`src/rtl/truetype_glyph_outline_decoder_defines.svh`:
```
// assertion macros shared by the glyph decoder modules
`ifndef TRUETYPE_GLYPH_OUTLINE_DECODER_DEFINES_SVH
`define TRUETYPE_GLYPH_OUTLINE_DECODER_DEFINES_SVH

// same-cycle implication
`define TGOD_ASSERT_IMP(lbl, clk, rst_n, ante, cons) \
	lbl: assert property (@(posedge clk) disable iff (!rst_n) (ante) |-> (cons)) \
		else $error("glyph decoder assertion failed");

// next-cycle implication
`define TGOD_ASSERT_NXT(lbl, clk, rst_n, ante, cons) \
	lbl: assert property (@(posedge clk) disable iff (!rst_n) (ante) |=> (cons)) \
		else $error("glyph decoder assertion failed");

`endif

```
`src/rtl/tgod_pkg.sv`:
```
// types, codes and defaults for the glyph outline decoder
`default_nettype none
package tgod_pkg;

	localparam int MaxPointsDefault   = 64;
	localparam int MaxContoursDefault = 16;

	typedef enum logic [1:0] {
		ST_OK        = 2'd0,
		ST_RANGE     = 2'd1,
		ST_COMPOSITE = 2'd2
	} status_t;

	typedef enum logic [3:0] {
		OP_NONE,
		OP_START,
		OP_HOLD,
		OP_HDR_WORD,
		OP_HDR_CNT,
		OP_HDR_END,
		OP_EP_STORE,
		OP_EP_LAST,
		OP_INSLEN,
		OP_INSDEC,
		OP_FLAG_WR,
		OP_REP_LOAD,
		OP_REP_COPY,
		OP_AXIS_START,
		OP_FETCH,
		OP_FINISH
	} op_t;

	typedef enum logic [1:0] {
		DK_ZERO,
		DK_SHORT,
		DK_WORD,
		DK_FAIL
	} delta_kind_t;

	typedef struct packed {
		logic [7:0] data_byte;
		logic       first_byte;
	} in_item_t;

	typedef struct packed {
		logic signed [15:0] point_x;
		logic signed [15:0] point_y;
		logic               on_outline;
		logic               contour_end;
		logic               last_point;
		logic [1:0]         status;
	} out_item_t;

	typedef struct packed {
		logic        take;
		op_t         op;
		delta_kind_t kind;
		logic        axis;
		status_t     fail_code;
		logic        fail;
	} cmd_t;

	typedef struct packed {
		logic first;
		logic cd_zero;
		logic cd_one;
		logic cd_ge9;
		logic cd_le1;
		logic word_neg;
		logic word_gt_mc;
		logic word_zero;
		logic word_ge_mp;
		logic ct_zero;
		logic ep_last;
		logic rep;
		logic rep_end;
		logic cur_ge_tot;
		logic f_short;
		logic f_same;
		logic out_free;
	} sts_t;

endpackage
`default_nettype wire

```
`src/rtl/tgod_dp.sv`:
```
// datapath: byte latch, counters, stores, running sum and result register
`default_nettype none
`include "truetype_glyph_outline_decoder_defines.svh"
module tgod_dp
	import tgod_pkg::*;
#(
	parameter int MAX_POINTS   = MaxPointsDefault,
	parameter int MAX_CONTOURS = MaxContoursDefault
) (
	input  wire logic      clk,
	input  wire logic      arst_n,
	input  wire in_item_t  in_data,
	input  wire cmd_t      cmd,
	output sts_t           sts,
	output logic           out_valid,
	input  wire logic      out_ready,
	output out_item_t      out_data
);

	localparam int PCW = $clog2(MAX_POINTS + 1);
	localparam int PIW = $clog2(MAX_POINTS);
	localparam int CCW = $clog2(MAX_CONTOURS + 1);
	localparam int CIW = (MAX_CONTOURS > 1) ? $clog2(MAX_CONTOURS) : 1;

	logic [7:0]     byte_q;
	logic           first_q;
	logic [7:0]     high_q;
	logic [15:0]    cd_q;
	logic [CCW-1:0] ct_q;
	logic [CCW-1:0] cc_q;
	logic [PCW-1:0] tot_q;
	logic [PCW-1:0] cur_q;
	logic           rep_q;
	logic [7:0]     cnt_q;
	logic [5:0]     last_flag_q;
	logic [15:0]    sum_q;

	logic [15:0] cend_mem [MAX_CONTOURS];
	logic [5:0]  flag_mem [MAX_POINTS];
	logic [15:0] x_mem    [MAX_POINTS];
	logic [5:0]  flag_rd_q;
	logic [15:0] x_rd_q;
	logic [15:0] cend_rd_q;

	logic            out_valid_q;
	out_item_t       out_q;

	logic [15:0]     word;
	logic [15:0]     delta;
	logic [15:0]     sum_new;
	logic            out_free;
	logic            emit;
	logic            is_last;
	logic            match;
	logic [PIW-1:0]  pidx;
	logic [CIW-1:0]  cidx;

	assign word     = {high_q, byte_q};
	assign out_free = !out_valid_q || out_ready;
	assign pidx     = cur_q[PIW-1:0];
	assign cidx     = cc_q[CIW-1:0];

	always_comb begin
		case (cmd.kind)
			DK_SHORT: delta = flag_rd_q[4 + cmd.axis] ? {8'h00, byte_q}
			                                          : 16'h0000 - {8'h00, byte_q};
			DK_WORD:  delta = word;
			default:  delta = 16'h0000;
		endcase
	end
	assign sum_new = sum_q + delta;
	assign is_last = ({1'b0, cur_q} + (PCW+1)'(1)) >= {1'b0, tot_q};
	assign match   = (cc_q < ct_q) && ({{(16-PCW){1'b0}}, cur_q} == cend_rd_q);
	assign emit    = cmd.fail || (cmd.op == OP_FINISH && cmd.axis);

	always_comb begin
		sts.first      = first_q;
		sts.cd_zero    = cd_q == 16'd0;
		sts.cd_one     = cd_q == 16'd1;
		sts.cd_ge9     = cd_q >= 16'd9;
		sts.cd_le1     = cd_q <= 16'd1;
		sts.word_neg   = word[15];
		sts.word_gt_mc = word > 16'(MAX_CONTOURS);
		sts.word_zero  = word == 16'd0;
		sts.word_ge_mp = word >= 16'(MAX_POINTS);
		sts.ct_zero    = ct_q == '0;
		sts.ep_last    = ({1'b0, cc_q} + (CCW+1)'(1)) >= {1'b0, ct_q};
		sts.rep        = rep_q;
		sts.rep_end    = (cnt_q == 8'd0) || (cur_q >= tot_q);
		sts.cur_ge_tot = cur_q >= tot_q;
		sts.f_short    = flag_rd_q[1 + cmd.axis];
		sts.f_same     = flag_rd_q[4 + cmd.axis];
		sts.out_free   = out_free;
	end

	// stores and their registered read ports
	always_ff @(posedge clk) begin
		if (cmd.op == OP_EP_STORE || cmd.op == OP_EP_LAST)
			cend_mem[cidx] <= word;
		if (cmd.op == OP_FLAG_WR)
			flag_mem[pidx] <= byte_q[5:0];
		else if (cmd.op == OP_REP_COPY)
			flag_mem[pidx] <= last_flag_q;
		if (cmd.op == OP_FINISH && !cmd.axis)
			x_mem[pidx] <= sum_new;
		if (cmd.op == OP_FETCH) begin
			flag_rd_q <= flag_mem[pidx];
			x_rd_q    <= x_mem[pidx];
			cend_rd_q <= cend_mem[cidx];
		end
		if (cmd.take)
			byte_q <= in_data.data_byte;
		if (cmd.op == OP_FLAG_WR)
			last_flag_q <= byte_q[5:0];
	end

	always_ff @(posedge clk or negedge arst_n) begin
		if (!arst_n) begin
			first_q <= 1'b0;
			high_q  <= 8'h00;
			cd_q    <= 16'd0;
			ct_q    <= '0;
			cc_q    <= '0;
			tot_q   <= '0;
			cur_q   <= '0;
			rep_q   <= 1'b0;
			cnt_q   <= 8'h00;
			sum_q   <= 16'd0;
		end else begin
			if (cmd.take)
				first_q <= in_data.first_byte;
			case (cmd.op)
				OP_START: begin
					high_q <= byte_q;
					cd_q   <= 16'd1;
					ct_q   <= '0;
					cc_q   <= '0;
					tot_q  <= '0;
					cur_q  <= '0;
					rep_q  <= 1'b0;
					sum_q  <= 16'd0;
				end
				OP_HOLD: begin
					high_q <= byte_q;
					cd_q   <= 16'd1;
				end
				OP_HDR_WORD: begin
					ct_q <= word[CCW-1:0];
					cd_q <= cd_q + 16'd1;
				end
				OP_HDR_CNT: cd_q <= cd_q + 16'd1;
				OP_HDR_END: begin
					cd_q <= 16'd0;
					cc_q <= '0;
				end
				OP_EP_STORE: begin
					cc_q <= cc_q + CCW'(1);
					cd_q <= 16'd0;
				end
				OP_EP_LAST: begin
					cc_q  <= '0;
					cd_q  <= 16'd0;
					tot_q <= word[PCW-1:0] + PCW'(1);
				end
				OP_INSLEN: begin
					cd_q  <= word;
					cur_q <= '0;
					rep_q <= 1'b0;
				end
				OP_INSDEC: cd_q <= cd_q - 16'd1;
				OP_FLAG_WR: begin
					cur_q <= cur_q + PCW'(1);
					rep_q <= byte_q[3];
				end
				OP_REP_LOAD: begin
					cnt_q <= byte_q;
					rep_q <= 1'b0;
				end
				OP_REP_COPY: begin
					cur_q <= cur_q + PCW'(1);
					cnt_q <= cnt_q - 8'd1;
				end
				OP_AXIS_START: begin
					cur_q <= '0;
					sum_q <= 16'd0;
					cc_q  <= '0;
					cd_q  <= 16'd0;
				end
				OP_FINISH: begin
					sum_q <= sum_new;
					cur_q <= cur_q + PCW'(1);
					cd_q  <= 16'd0;
					if (cmd.axis && match)
						cc_q <= cc_q + CCW'(1);
				end
				default: ;
			endcase
		end
	end

	// result register
	always_ff @(posedge clk or negedge arst_n) begin
		if (!arst_n)
			out_valid_q <= 1'b0;
		else
			out_valid_q <= emit || (out_valid_q && !out_ready);
	end

	always_ff @(posedge clk) begin
		if (emit) begin
			if (cmd.fail) begin
				out_q.point_x     <= 16'sd0;
				out_q.point_y     <= 16'sd0;
				out_q.on_outline  <= 1'b0;
				out_q.contour_end <= 1'b0;
				out_q.last_point  <= 1'b1;
				out_q.status      <= cmd.fail_code;
			end else begin
				out_q.point_x     <= signed'(x_rd_q);
				out_q.point_y     <= signed'(sum_new);
				out_q.on_outline  <= flag_rd_q[0];
				out_q.contour_end <= is_last || match;
				out_q.last_point  <= is_last;
				out_q.status      <= ST_OK;
			end
		end
	end

	assign out_valid = out_valid_q;
	assign out_data  = out_q;

	`TGOD_ASSERT_IMP(a_cursor_bound, clk, arst_n, 1'b1, cur_q <= tot_q)
	`TGOD_ASSERT_IMP(a_contour_bound, clk, arst_n, 1'b1, cc_q <= ct_q)
	`TGOD_ASSERT_NXT(a_fail_last, clk, arst_n, cmd.fail, out_valid_q && out_q.last_point)

endmodule
`default_nettype wire

```
`src/rtl/tgod_ctrl.sv`:
```
// controller: parse phase and step sequencing
`default_nettype none
`include "truetype_glyph_outline_decoder_defines.svh"
module tgod_ctrl
	import tgod_pkg::*;
(
	input  wire logic clk,
	input  wire logic arst_n,
	input  wire logic in_valid,
	output logic      in_ready,
	input  wire sts_t sts,
	output cmd_t      cmd
);

	typedef enum logic [2:0] {
		S_IN,
		S_PROC,
		S_REPEAT,
		S_FLAGCHK,
		S_FETCH,
		S_EVAL
	} state_t;

	typedef enum logic [2:0] {
		PH_HEADER,
		PH_ENDPTS,
		PH_INSLEN,
		PH_INSSKIP,
		PH_FLAGS,
		PH_XCOORD,
		PH_YCOORD,
		PH_IDLE
	} phase_t;

	state_t state_q, state_n;
	phase_t phase_q, phase_n;

	assign in_ready = state_q == S_IN;

	always_comb begin
		cmd.take      = in_valid && (state_q == S_IN);
		cmd.op        = OP_NONE;
		cmd.kind      = DK_ZERO;
		cmd.axis      = phase_q == PH_YCOORD;
		cmd.fail_code = ST_OK;
		cmd.fail      = 1'b0;
		state_n       = state_q;
		phase_n       = phase_q;
		case (state_q)
			S_IN: begin
				if (in_valid)
					state_n = S_PROC;
			end
			S_PROC: begin
				if (sts.out_free) begin
					state_n = S_IN;
					if (sts.first) begin
						cmd.op  = OP_START;
						phase_n = PH_HEADER;
					end else begin
						case (phase_q)
							PH_HEADER: begin
								if (sts.cd_zero) begin
									cmd.op = OP_HOLD;
								end else if (sts.cd_one) begin
									if (sts.word_neg) begin
										cmd.fail      = 1'b1;
										cmd.fail_code = ST_COMPOSITE;
										phase_n       = PH_IDLE;
									end else if (sts.word_gt_mc) begin
										cmd.fail      = 1'b1;
										cmd.fail_code = ST_RANGE;
										phase_n       = PH_IDLE;
									end else begin
										cmd.op = OP_HDR_WORD;
									end
								end else if (sts.cd_ge9) begin
									cmd.op  = OP_HDR_END;
									phase_n = sts.ct_zero ? PH_IDLE : PH_ENDPTS;
								end else begin
									cmd.op = OP_HDR_CNT;
								end
							end
							PH_ENDPTS: begin
								if (sts.cd_zero) begin
									cmd.op = OP_HOLD;
								end else if (!sts.ep_last) begin
									cmd.op = OP_EP_STORE;
								end else if (sts.word_ge_mp) begin
									cmd.fail      = 1'b1;
									cmd.fail_code = ST_RANGE;
									phase_n       = PH_IDLE;
								end else begin
									cmd.op  = OP_EP_LAST;
									phase_n = PH_INSLEN;
								end
							end
							PH_INSLEN: begin
								if (sts.cd_zero) begin
									cmd.op = OP_HOLD;
								end else begin
									cmd.op  = OP_INSLEN;
									phase_n = sts.word_zero ? PH_FLAGS : PH_INSSKIP;
								end
							end
							PH_INSSKIP: begin
								cmd.op = OP_INSDEC;
								if (sts.cd_le1)
									phase_n = PH_FLAGS;
							end
							PH_FLAGS: begin
								if (sts.rep) begin
									cmd.op  = OP_REP_LOAD;
									state_n = S_REPEAT;
								end else begin
									cmd.op  = OP_FLAG_WR;
									state_n = S_FLAGCHK;
								end
							end
							PH_XCOORD, PH_YCOORD: begin
								if (sts.f_short) begin
									cmd.op   = OP_FINISH;
									cmd.kind = DK_SHORT;
									state_n  = S_FETCH;
								end else if (sts.cd_zero) begin
									cmd.op = OP_HOLD;
								end else begin
									cmd.op   = OP_FINISH;
									cmd.kind = DK_WORD;
									state_n  = S_FETCH;
								end
							end
							default: ;
						endcase
					end
				end
			end
			S_REPEAT: begin
				if (sts.rep_end)
					state_n = S_FLAGCHK;
				else
					cmd.op = OP_REP_COPY;
			end
			S_FLAGCHK: begin
				if (sts.cur_ge_tot && !sts.rep) begin
					cmd.op  = OP_AXIS_START;
					phase_n = PH_XCOORD;
					state_n = S_FETCH;
				end else begin
					state_n = S_IN;
				end
			end
			S_FETCH: begin
				cmd.op  = OP_FETCH;
				state_n = S_EVAL;
			end
			S_EVAL: begin
				// points with no coordinate byte finish here, one per pass
				if (sts.out_free) begin
					if (sts.cur_ge_tot) begin
						if (phase_q == PH_XCOORD) begin
							cmd.op  = OP_AXIS_START;
							phase_n = PH_YCOORD;
							state_n = S_FETCH;
						end else begin
							phase_n = PH_IDLE;
							state_n = S_IN;
						end
					end else if (sts.f_short || !sts.f_same) begin
						state_n = S_IN;
					end else begin
						cmd.op   = OP_FINISH;
						cmd.kind = DK_ZERO;
						state_n  = S_FETCH;
					end
				end
			end
			default: state_n = S_IN;
		endcase
	end

	always_ff @(posedge clk or negedge arst_n) begin
		if (!arst_n) begin
			state_q <= S_IN;
			phase_q <= PH_HEADER;
		end else begin
			state_q <= state_n;
			phase_q <= phase_n;
		end
	end

	`TGOD_ASSERT_NXT(a_take_proc, clk, arst_n, cmd.take, state_q == S_PROC)
	`TGOD_ASSERT_NXT(a_fetch_eval, clk, arst_n, state_q == S_FETCH, state_q == S_EVAL)
	`TGOD_ASSERT_NXT(a_stall_hold, clk, arst_n, state_q == S_PROC && !sts.out_free,
		state_q == S_PROC)

endmodule
`default_nettype wire

```
`src/rtl/truetype_glyph_outline_decoder.sv`:
```
// top level of the simple glyph outline decoder
`default_nettype none
// Takes one byte of a simple glyph record per accepted word and returns one
// word per outline point with absolute x and y, on-curve, contour-end and
// last-point marks, or a single error word for composite glyphs and counts
// beyond MAX_CONTOURS or MAX_POINTS. Each byte passes through the controller
// as an accept, then one step of the parse; a flag byte is followed by the
// end-of-flags check. A byte that ends a point is followed by the flag and
// x-store read of the next point, as is every following point that carries
// no coordinate byte and the switch from x to y. A flag repeat count byte
// copies the flags one at a time, since the flag store has one write port.
// Results wait in a single output register; while it is full and not being
// taken, every parse step and the no-byte point loop wait.
module truetype_glyph_outline_decoder
	import tgod_pkg::*;
#(
	parameter int MAX_POINTS   = MaxPointsDefault,
	parameter int MAX_CONTOURS = MaxContoursDefault
) (
	input  wire logic     clk,
	input  wire logic     arst_n,
	input  wire logic     in_valid,
	output logic          in_ready,
	input  wire in_item_t in_data,
	output logic          out_valid,
	input  wire logic     out_ready,
	output out_item_t     out_data
);

	cmd_t cmd;
	sts_t sts;

	tgod_ctrl u_ctrl (
		.clk      (clk),
		.arst_n   (arst_n),
		.in_valid (in_valid),
		.in_ready (in_ready),
		.sts      (sts),
		.cmd      (cmd)
	);

	tgod_dp #(
		.MAX_POINTS   (MAX_POINTS),
		.MAX_CONTOURS (MAX_CONTOURS)
	) u_dp (
		.clk       (clk),
		.arst_n    (arst_n),
		.in_data   (in_data),
		.cmd       (cmd),
		.sts       (sts),
		.out_valid (out_valid),
		.out_ready (out_ready),
		.out_data  (out_data)
	);

endmodule
`default_nettype wire

```
`config.mk`:
```
export PLATFORM = sky130hd
export DESIGN_NAME = truetype_glyph_outline_decoder
export DESIGN_NICKNAME = d
export VERILOG_FILES = /design/src/rtl/tgod_pkg.sv /design/src/rtl/tgod_dp.sv /design/src/rtl/tgod_ctrl.sv /design/src/rtl/truetype_glyph_outline_decoder.sv
export VERILOG_INCLUDE_DIRS = /design/src /design/src/rtl
export SDC_FILE = /design/constraint.sdc
export NUM_CORES = 2
export LEC_CHECK = 0
export BUFFER_PORTS_ARGS = -buffer_cell sky130_fd_sc_hd__buf_2
export CAP_MARGIN = 5
export CORE_MARGIN = 8
export CORE_UTILIZATION = 57
export DETAILED_ROUTE_END_ITERATION = 8
export PLACE_DENSITY = 0.71
export SLEW_MARGIN = 40
export SYNTH_ARGS = -nofsm -noshare
export SYNTH_HDL_FRONTEND = slang
export SYNTH_SLANG_ARGS = --single-unit
```
`constraint.sdc`:
```
create_clock -name clk -period 9.35 [get_ports clk]
set_input_delay 0.935 -clock clk [delete_from_list [all_inputs] [get_ports clk]]
set_output_delay 0.935 -clock clk [all_outputs]
set_load 0.02 [all_outputs]
```
==> reports/results.tsv <==
metric	value	unit
Max Slew Vio Count	0	
synth-to-layout area growth	12.0	%
antenna violations before repair	5	
insertion delay to the later sink of the worst-skew pair	790	ps
final hold violation count	0	
length of the first detailed-routing pass in iterations	6	
via count of the first global-routing pass	37700	
Yosys Warn Count	0	
commonest non-fill, non-tap cell in the layout	sky130_fd_sc_hd__edfxtp_1	
maximum fanout along the worst path	66	
post-CTS setup buffer count	0	
LEAKAGE	23.7	nW
final cell area excluding filler cells	76400	um^2
min Tclk post-route	6310	ps
first-pass GRT wire length	254000	um
sequential area share after synthesis	77.2	%
Core ar.	119000	um^2
kind of critical path	reg2reg	
Num CTS Buffers	166	
most used flip-flop cell after synthesis	sky130_fd_sc_hd__edfxtp_1	
Die Footprint	131000	um^2
wire length per cell after detailed routing	29.9	um
Worst Hold Class	in2async	
outcome	finished, final reports clean	
# fillers	7948	
post-synthesis instance total	3989	
r2r setup slk	3040	ps
sum of overflow across all layers after global routing	0	
proportion of layout cells with a drive suffix above 1	14.7	%
data required time of the critical path	9990	ps
number of synthesized flops with an enable pin	1687	
period utilization	67.5	%
post-detail-place hpwl	97600	um
sum of negative setup slack	0	ps
per-instance average area after synthesis	17.1	um^2
Die Wd	362	um
post-detailed-route DRC marker count	0	
most frequent cells in the layout	1687 x sky130_fd_sc_hd__edfxtp_1, 575 x sky130_fd_sc_hd__a22oi_1, 180 x sky130_fd_sc_hd__nor2_1	
total of cells resized after clock tree synthesis	0	
register clock-pin slew on the reported worst setup and hold paths	60	ps
IO Pins	52	
number of distinct standard cells referenced by the synthesized netlist	86	
First DRT Iteration DRCs	5610	
Power Density	245	nW/um^2
final weighted congestion in routability-driven placement	0.892	
H-Tree Level Count	4	
via count	39400	
Critical Path End Type	register	
worst hold slack	126	ps
maximum number of pins on one net before global-route repair	120	
CTS tree	built	
initial core utilization	57.2	%
slew at the pin closest to its max-slew limit	998	ps
CTS Hold Buffers Added	0	
share of flip-flops with an asynchronous set or reset after synthesis	4.58	%
Arr. time, crit path	6950	ps
vertical extent of the die	362	um
register bit total from synthesis	1768	
Clock Sink Count	1768	
post-synthesis net count	4057	
setup repair after global routing missed its margin	false	
sequential cell area in the final layout	52700	um^2
Via-to-Cell Ratio	6.75	
standard-cell rows	127	
total number of nets in the final design	4160	
worst IR drop on VDD	214	uV
number of buffers between clock root and the deepest sink	3	
overall routed net length	174000	um
worst max-slew margin expressed relative to the limit	33.5	%
netlist area before placement	68200	um^2
area taken by multi-input logic gates	14800	um^2
Max Cap Violations	0	
GRT Util Overall	26.0	%
count of input and output buffers	51	
post-route ant nets	0	
library cell used as clock root buffer	sky130_fd_sc_hd__clkbuf_16	
Startpoint Class	register	
skew final	23.8	ps
Peak Freq	0.159	GHz
count of final setup violators	0	
post-place instance area	71100	um^2
cells by family after synthesis:
logic type | Yosys count | synth area share [%]
flops | 1768 | 77.2
compound gates | 1099 | 12.0
simple gates | 618 | 4.51
buf+inv | 308 | 1.78
mux | 100 | 2.95
fa+ha+maj | 55 | 1.02
xor+xnor | 41 | 0.527
worst paths after layout:
| kind | from | endpoint | cells after the start |
|---|---|---|---|
| max | u_ctrl.state_q[2]$_DFFE_PN0P_ | u_dp.out_data[19]$_SDFFCE_PP0P_ | 18 |
| min | arst_n | u_dp.out_valid$_DFF_PN0_ | 1 |
| max reg2reg | u_ctrl.state_q[2]$_DFFE_PN0P_ | u_dp.out_data[19]$_SDFFCE_PP0P_ | 18 |
| min reg2reg | u_dp.tot_q[5]$_DFFE_PN0P_ | u_dp.tot_q[5]$_DFFE_PN0P_ | 1 |
| max in group asynchronous | arst_n | u_dp.cc_q[1]$_DFFE_PN0P_ | 2 |
| min in group clk | in_data[7] | u_dp.byte_q[6]$_DFFE_PP_ | 1 |
metal layers:
| layer | share of wire, % | GRT usage (%) | up-vias | wire [um] |
|---|---|---|---|---|
| met3 | 11 | 5.57 | 287 | 19700 |
| met5 | 0.019 | 0 | - | 34 |
| li1 | - | - | 16600 | - |
| met2 | 47 | 40.6 | 2544 | 81500 |
| met1 | 39 | 37.5 | 20000 | 68600 |
| met4 | 2.7 | 7.47 | 2 | 4660 |
power breakdown:
group | leakage [nW] | internal [mW] | switching [mW]
logic | 5.05 | 0.959 | 1.94
clock network | 2.57 | 3.74 | 2.84
registers | 16.1 | 9.00 | 0.267
synth_stat cells, drive strengths merged, types with 4 or more instances:
cell type	n	area, um^2
mux2i	10	100
or2	4	25.0
nand3	51	268
nor4	40	265
nor3	33	181
o21ai	68	352
a22oi	575	4320
xor2	15	131
nand2b	13	81.3
buf	52	256
and3	14	87.6
nor2b	41	257
a41oi	82	718
o21a	15	113
mux4	80	1800
and2	10	62.6
dfrtp	81	2030
nand2	116	448
a21o	10	75.1
a221oi	50	455
a31oi	60	382
a311oi	8	76.3
a21oi	94	474
nor3b	7	52.6
o2bb2ai	7	61.3
o211ai	21	173
edfxtp	1687	50700
nand3b	4	30.0
nand4	52	325
nor2	205	772
inv	50	188
ha	54	676
a22o	64	561
or3	15	93.8
or4	6	48.8
clkbuf	205	769
o311ai	4	35.0
mux2	10	113
xnor2	26	228
layout make-up:
cell class / count / share of cell area (%)
multi-input cells: 1913 / 19.3
well taps: 1612 / 2.64
repair buffers: 192 / 1.85
diodes: 1 / 0.00328
clock inverters: 92 / 1.10
flip-flops and latches: 1768 / 69.0
inverters: 51 / 0.254
clock buffers: 208 / 5.84
sequential cells by signal, indices dropped and copies added, names as in the netlist, 7 cells and up:
signal          flops
u_dp.cur_q          7
u_dp.x_mem       1024
u_dp.byte_q         8
u_dp.out_data      37
u_dp.cend_rd_q     16
u_dp.flag_mem     320
u_dp.sum_q         16
u_dp.cnt_q          8
u_dp.cend_mem     256
u_dp.x_rd_q        16
u_dp.tot_q          7
u_dp.cd_q          16
u_dp.high_q         8
stage by stage:
step | setup WS [ps] | utilization [%] | cells | power, mW
after floorplan | 2710 | - | 3989 | 11.3
after global placement | 3260 | 59.4 | 5534 | 12.2
after detailed placement | 3130 | 59.6 | 5536 | 12.3
after CTS | 3110 | 64.0 | 5836 | 18.7
after global routing | 2560 | 64.0 | 5836 | 19.3
final | 3040 | 64.0 | 5837 | 18.7
critical path, stage by stage (launching register included):
cell                        delay, ps
sky130_fd_sc_hd__dfrtp_1          560
sky130_fd_sc_hd__nor4b_1          730
sky130_fd_sc_hd__nand2_1          360
sky130_fd_sc_hd__or3_1            450
sky130_fd_sc_hd__inv_1             70
sky130_fd_sc_hd__ha_1             430
sky130_fd_sc_hd__a31oi_1          150
sky130_fd_sc_hd__a311oi_1         320
sky130_fd_sc_hd__ha_1             340
sky130_fd_sc_hd__nor2b_1          150
sky130_fd_sc_hd__o21ai_0          210
sky130_fd_sc_hd__a21boi_0         250
sky130_fd_sc_hd__o41ai_1          510
sky130_fd_sc_hd__o2111ai_1        260
sky130_fd_sc_hd__a31o_2           280
sky130_fd_sc_hd__a21oi_1          220
sky130_fd_sc_hd__xnor2_2          130
sky130_fd_sc_hd__buf_4            530
sky130_fd_sc_hd__nor2b_1          200
(Power assumes the default switching activity.)
